[src/cpp_pkg.sv]
// ----------------------------------------------------------------------------
// cpp_pkg: shared types and constants of the constant-power pan gain block
// Gain formats, register indexes and the sideband that rides with each word.
// ----------------------------------------------------------------------------
package cpp_pkg;

  localparam logic [15:0] UNITY_Q15 = 16'd32768;
  localparam logic [15:0] HALF_Q15  = 16'd16384;

  // register indexes of the configuration port
  typedef enum logic [1:0] {
    CFG_DEST_COUNT = 2'd0,
    CFG_CENTER     = 2'd1,
    CFG_LFE        = 2'd2
  } cfg_idx_e;

  // sideband carried through the gain square-root pipeline
  typedef struct packed {
    logic [2:0]  src;
    logic [15:0] tri_w;   // 1 - |2 pan - 1|, unsigned Q1.15
  } gain_side_t;

endpackage

[src/cpp_gain_sqrt.sv]
// ----------------------------------------------------------------------------
// cpp_gain_sqrt: left and right gain square roots
// Two 16-step root lanes, one bit per stage, with round-half-up at the end.
// ----------------------------------------------------------------------------
module cpp_gain_sqrt
  import cpp_pkg::*;
(
  input  logic        clk_i,
  input  logic        rst_ni,
  input  logic        valid_i,
  input  logic [15:0] pan_i,
  input  gain_side_t  side_i,
  output logic        valid_o,
  output logic [15:0] left_o,
  output logic [15:0] right_o,
  output gain_side_t  side_o
);

  logic        v_q    [0:16];
  gain_side_t  side_q [0:16];
  logic [31:0] ln_q   [0:16];
  logic [31:0] rn_q   [0:16];
  logic [16:0] lrem_q [0:16];
  logic [16:0] rrem_q [0:16];
  logic [15:0] lrt_q  [0:16];
  logic [15:0] rrt_q  [0:16];
  logic [15:0] lrad;

  assign lrad = 16'(UNITY_Q15 - pan_i);

  assign v_q[0]    = valid_i;
  assign side_q[0] = side_i;
  assign ln_q[0]   = {1'b0, lrad, 15'd0};
  assign rn_q[0]   = {1'b0, pan_i, 15'd0};
  assign lrem_q[0] = '0;
  assign rrem_q[0] = '0;
  assign lrt_q[0]  = '0;
  assign rrt_q[0]  = '0;

  for (genvar k = 0; k < 16; k++) begin : g_step
    logic [18:0] lext, rext, ltrial, rtrial;
    logic        lfit, rfit;

    always_comb begin
      lext   = {lrem_q[k], ln_q[k][31:30]};
      rext   = {rrem_q[k], rn_q[k][31:30]};
      ltrial = {1'b0, lrt_q[k], 2'b01};
      rtrial = {1'b0, rrt_q[k], 2'b01};
      lfit   = lext >= ltrial;
      rfit   = rext >= rtrial;
    end

    always_ff @(posedge clk_i or negedge rst_ni) begin
      if (!rst_ni) begin
        v_q[k+1] <= 1'b0;
      end else begin
        v_q[k+1] <= v_q[k];
      end
    end

    always_ff @(posedge clk_i) begin
      side_q[k+1] <= side_q[k];
      ln_q[k+1]   <= {ln_q[k][29:0], 2'b00};
      rn_q[k+1]   <= {rn_q[k][29:0], 2'b00};
      lrem_q[k+1] <= lfit ? 17'(lext - ltrial) : lext[16:0];
      rrem_q[k+1] <= rfit ? 17'(rext - rtrial) : rext[16:0];
      lrt_q[k+1]  <= {lrt_q[k][14:0], lfit};
      rrt_q[k+1]  <= {rrt_q[k][14:0], rfit};
    end
  end

  logic        valid_q;
  logic [15:0] left_q, right_q;
  gain_side_t  side_out_q;

  always_ff @(posedge clk_i or negedge rst_ni) begin
    if (!rst_ni) begin
      valid_q <= 1'b0;
    end else begin
      valid_q <= v_q[16];
    end
  end

  // round half up: remainder above the root means the next integer is closer
  always_ff @(posedge clk_i) begin
    left_q     <= (lrem_q[16] > {1'b0, lrt_q[16]}) ? lrt_q[16] + 16'd1 : lrt_q[16];
    right_q    <= (rrem_q[16] > {1'b0, rrt_q[16]}) ? rrt_q[16] + 16'd1 : rrt_q[16];
    side_out_q <= side_q[16];
  end

  assign valid_o = valid_q;
  assign left_o  = left_q;
  assign right_o = right_q;
  assign side_o  = side_out_q;

endmodule

[config.mk]
export PLATFORM = sky130hd
export DESIGN_NAME = cpp_gain_sqrt
export DESIGN_NICKNAME = d
export VERILOG_FILES = /design/src/cpp_pkg.sv /design/src/cpp_gain_sqrt.sv
export SDC_FILE = /design/constraint.sdc
export NUM_CORES = 2
export LEC_CHECK = 0
export ABC_AREA = 0
export BUFFER_PORTS_ARGS = -buffer_cell sky130_fd_sc_hd__buf_2
export CAP_MARGIN = 0
export CORE_ASPECT_RATIO = 0.75
export CORE_MARGIN = 1
export CORE_UTILIZATION = 55
export CTS_BUF_LIST = sky130_fd_sc_hd__clkbuf_4
export DETAILED_ROUTE_END_ITERATION = 7
export GPL_TIMING_DRIVEN = 0
export PLACE_DENSITY = 0.71
export SYNTH_ARGS = -nofsm -noshare
export SYNTH_HDL_FRONTEND = slang
export SYNTH_SLANG_ARGS = --single-unit
export TNS_END_PERCENT = 100
[constraint.sdc]
create_clock -name clk_i -period 3.3 [get_ports clk_i]
set_input_delay 0.33 -clock clk_i [delete_from_list [all_inputs] [get_ports clk_i]]
set_output_delay 0.33 -clock clk_i [all_outputs]
set_load 0.05 [all_outputs]
# After elaboration in Yosys (flattened, before gate mapping)
# Index checks and enable logic that the tools add are counted.
dict set report word_totals {
  ff_bits 1286
  elab_cells 254
  in_bits 38
}
dict set report op_classes {
  n_lt_le_gt_ge 34
  mux 34
  n_addsub 35
}
# cell count
set op_table {}
lappend op_table {{$mux W17} 30}
lappend op_table {{$ge A19 B10 Y1} 2}
lappend op_table {{$ge A19 B11 Y1} 2}
lappend op_table {{$ge A19 B12 Y1} 2}
lappend op_table {{$ge A19 B13 Y1} 2}
lappend op_table {{$ge A19 B14 Y1} 2}
lappend op_table {{$ge A19 B15 Y1} 2}
lappend op_table {{$ge A19 B16 Y1} 2}
lappend op_table {{$ge A19 B17 Y1} 2}
lappend op_table {{$ge A19 B3 Y1} 2}
lappend op_table {{$ge A19 B4 Y1} 2}
lappend op_table {{$ge A19 B5 Y1} 2}
lappend op_table {{$ge A19 B6 Y1} 2}
lappend op_table {{$ge A19 B7 Y1} 2}
lappend op_table {{$ge A19 B8 Y1} 2}
lappend op_table {{$ge A19 B9 Y1} 2}
lappend op_table {{$gt A17 B16 Y1} 2}
lappend op_table {{$sub A17 B10 Y17} 2}
lappend op_table {{$sub A17 B11 Y17} 2}
lappend op_table {{$sub A17 B12 Y17} 2}
lappend op_table {{$sub A17 B13 Y17} 2}
lappend op_table {{$sub A17 B14 Y17} 2}
lappend op_table {{$sub A17 B15 Y17} 2}
lappend op_table {{$sub A17 B16 Y17} 2}
lappend op_table {{other kinds (14)} 27}

# Depth between registers and ports, before layout
dict set report logic_depth {
  ltp_word 3
  mapped_depth 13
}

# Least setup slack after synthesis
# OpenSTA, ideal clock, no wires.
dict set report synth_timing {
  path_kind {register -> register}
  startpoint {register lrem_q, in the netlist g_step[15].lext[2]}
  endpoint {register lrem_q[16] in the netlist's numbering}
  path_stages_with_launch 11
  path_buffers 0
  arrival_time_ns 2.732
  setup_slack_ns 0.446
  setup_ns 0.122
  cell_sequence {dfxtp_1 ha_1 fa_1 a211oi_1 o21bai_1 a2111oi_0 o21bai_1 a21oi_1 o2bb2ai_1 nor3_1 o32a_1}
}
dict set report synth_between {
  elab_chain_cells 2
}
# item line
set synth_lines {}
lappend synth_lines {{start, declared} cpp_gain_sqrt.sv:23} ;# logic [16:0] lrem_q [0:16];
lappend synth_lines {{start signal, assigned by index} cpp_gain_sqrt.sv:65} ;# lrem_q[k+1] <= lfit ? 17'(lext - ltrial) : lext[16:0];
lappend synth_lines {{$sub A17 B17 Y17 or $ge A19 B17 Y1 (tied branches)} {cpp_gain_sqrt.sv:65, cpp_gain_sqrt.sv:49}}
lappend synth_lines {{$mux W17 (*)} cpp_gain_sqrt.sv:65}
# Mark *: on every way between the ends. The rest lies on a longest branch, timed or not.
# A chain may end at the register's enable or synchronous reset.

# Worst setup path in the final report
dict set report layout_timing {
  startpoint {register lrem_q, in the netlist g_step[13].lext[2]}
  endpoint {register lrem_q, in the netlist g_step[14].lext[7]}
}
dict set report layout_between {
  elab_chain_cells 2
}
# item line
set layout_lines {}
lappend layout_lines {{$sub A17 B15 Y17 or $ge A19 B15 Y1 (tied branches)} {cpp_gain_sqrt.sv:65, cpp_gain_sqrt.sv:49}}
lappend layout_lines {{$mux W17 (*)} cpp_gain_sqrt.sv:65}
# Marked as above.

==> flow_metrics.tcl <==
set metrics [dict create \
    dp_cells 5361 \
    total_power_w 0.0407 \
    hold_viol_final 0 \
    maxSlewViolCount 0 \
    drt_iter0_markers 1140 \
    setup_viol 0 \
    fin_cells 5922 \
    die_x_um 332 \
    maxCapViolations 0 \
    finClkSkew_ns 0.100 \
    pre_cts_ws_ns -0.158 \
    synth_top_cell_by_area "dfxtp_1" \
    total_leakage_power_nw 24.3 \
    yosysUniqueCellTypes 84 \
    start_util_pct 55.6 \
    wl_um 76400 \
    via_count 29600 \
    core_area_sq_um 80600 \
    min_path_type "input pin to flop" \
    synth_commonest_cells "1231 x dfxtp_1, 385 x inv_1, 309 x ha_1, 258 x nor2_1, 223 x nand2_1" \
    synth_top_area_share_pct 54.9 \
    worst_pin_slew_ns 1.01 \
    cts_buffers 307 \
    die_y_um 249 \
    syn_to_final_growth_pct 13.6 \
    critPathMaxFanout 10 \
    synthTopCellsByArea "dfxtp_1 55%, ha_1 8.6%, xnor2_1 4.1%" \
    fin_nets 5054 \
    clkSinkCount 1248 \
    final_core_util_pct 63.2 \
    netlist_instances 4213 \
    worst-setup-path-type "flop to flop" \
    p_per_area_nw_per_um2 799 \
    insertion_delay_ns 1.18 \
    setup_slack_ns 0.166 \
    ys.flop_type "dfxtp_1" \
    globalRouteOverflowTotal 0 \
    grt_pass1_vias 28900 \
    route.detailed.drc 0 \
    cp-start-kind "flop" \
    clock_tree.buffer_depth 4 \
    drtPass1Iterations 5 \
    min_period_ns 3.13 \
    critPathCaptureType "flop" \
    peakVddDrop_v 0.000376 \
    root_buffer "clkbuf_4" \
    antenna_found_initial 2 \
    gp_congestion 0.836 \
    relSlewSlack_pct 32.0 \
    cp.required_ns 4.32 \
    portBuffers 89 \
    ant_nets 0 \
    ioPinCount 90 \
    fin_crit_sh_pct 95.0 \
    dieArea_sq_um 82700 \
    synthArstFlopShare_pct 1.36 \
    clk_pin_slew_ns 0.07 \
    synth_edf_count 0 \
    wire_per_inst_um 12.9 \
    fmax_mhz 319 \
    rows 90 \
    synthesis.area_sq_um 44900 \
    cts_tree "built" \
    dp_hpwl_um 54200 \
    synth.most_common_cell "dfxtp_1" \
    tns_ns 0 \
    drive_gt1_share_pct 14.4 \
    seq_area_frac_synth_pct 55.9 \
    worstPathArrival_ns 4.16 \
    fill_cells 6574 \
    postSynthAreaPerCell_sq_um 10.6 \
    grt_usage_pct 18.6 \
    grt_pass1_wl_um 130000 \
    grt_max_degree 18 \
    ys_ff_latch 1248 \
    via_per_inst 5.00 \
    status "finished, final reports clean" \
    r2r_slack_ns 0.17 \
    yosys_warnings 0 \
    htree_levels 5 \
]
[per-stage QoR]
step	area (sq um)	hold WS, ns
6_report	51000	0.157
5_1_grt	51000	0.0868
4_1_cts	50800	0.00971
3_5_place_dp	46600	0.276
3_3_place_gp	46600	0.253
2_1_floorplan	44900	0.0344
[logic make-up (layout without fill, tap and decap cells)]
group	after synthesis	after routing	synth area share [%]
AND/OR/NAND/NOR	982	982	10.9
other	1	9	0.00836
flip-flops	1248	1248	55.9
adder cells (fa/ha/maj)	325	325	9.33
XOR/XNOR	354	354	6.91
buffers and inverters	437	1080	3.72
multiplexers	110	110	2.73
AO/OA/AOI/OAI	756	756	10.5
[report_power, final]
part	switching [W]	total, W	leakage [nW]	internal [W]
clock	0.00544	0.0114	2.07	0.00600
combinational	0.00545	0.00993	11.7	0.00449
sequential	0.00158	0.0194	10.5	0.0178
[critical path, cell delays in order, from the launching register on]
cell      delay (ns)
dfxtp_1         0.43
ha_1            0.26
a21o_1          0.17
a211oi_1        0.38
o21ai_0         0.20
a21oi_1         0.33
nor2_1          0.15
nor3_4          0.42
buf_2           0.32
mux2_2          0.36
[cell type report]
class / count / area, sq um / share of cell area [%]
Sequential cell: 1248 / 25100 / 49.2
Clock buffer: 423 / 3180 / 6.23
Timing Repair Buffer: 168 / 1230 / 2.42
Clock inverter: 52 / 251 / 0.493
Buffer: 52 / 229 / 0.449
Tap cell: 1058 / 1320 / 2.60
Multi-Input combinational cell: 2529 / 18200 / 35.7
Inverter: 385 / 1450 / 2.84
Antenna cell: 7 / 17.5 / 0.0344
[path summary, 6_finish.rpt]
| path | start | end | depth (start not counted) |
|---|---|---|---|
| worst min register to register | rn_q[503] | rn_q[473] | 0 |
| worst max register to register | g_step[13].lext[2] | g_step[14].lext[7] | 9 |
| worst min-delay path | pan_i[11] | g_step[1].ltrial[2] | 5 |
| worst max-delay path | g_step[13].lext[2] | g_step[14].lext[7] | 9 |
| max in group asynchronous | rst_ni | v_q[6] | 3 |
| min in group asynchronous | rst_ni | v_q[13] | 3 |
[sequential cells by signal (all words and copies together), names as in the netlist, 16 cells and up]
name and count:
side_q 304, g_step.rext 241, g_step.lext 240, g_step.ltrial 120, g_step.rtrial 120, rn_q 49, ln_q 42, side_o 19
left_o 16, lrem_q 16, lrt_q 16, right_o 16, rrem_q 16, rrt_q 16, v_q 16
[routing by layer]
layer	GRT usage [%]	part of all wire (%)	routed length, um
met4	8.92	2.5	1880
met2	29.5	45	34300
met1	23.9	48	37000
met3	4.37	4.3	3300
met5	0	0	0
[cells in the final DEF (no fill, tap or decap), drive strengths merged, types with 145 or more instances in the layout]
| master | netlist | routed |
|---|---|---|
| a21oi | 217 | 217 |
| clkbuf | 28 | 451 |
| dfxtp | 1231 | 1231 |
| ha | 309 | 309 |
| inv | 385 | 389 |
| nand2 | 223 | 223 |
| nor2 | 261 | 261 |
| o21ai | 216 | 216 |
| xnor2 | 209 | 209 |
| xor2 | 145 | 145 |
[timing repair]
item / 4_1_cts / 5_1_grt
hold endpoints to repair: 68 / 0
endpoints found under the setup margin: 16 / 65
hold buffers: 77 / 0
pin swaps: 0 / 2
setup buffers: 0 / 2
resized for setup: 3 / 25
No activity file was read; power rests on OpenSTA's default activity.
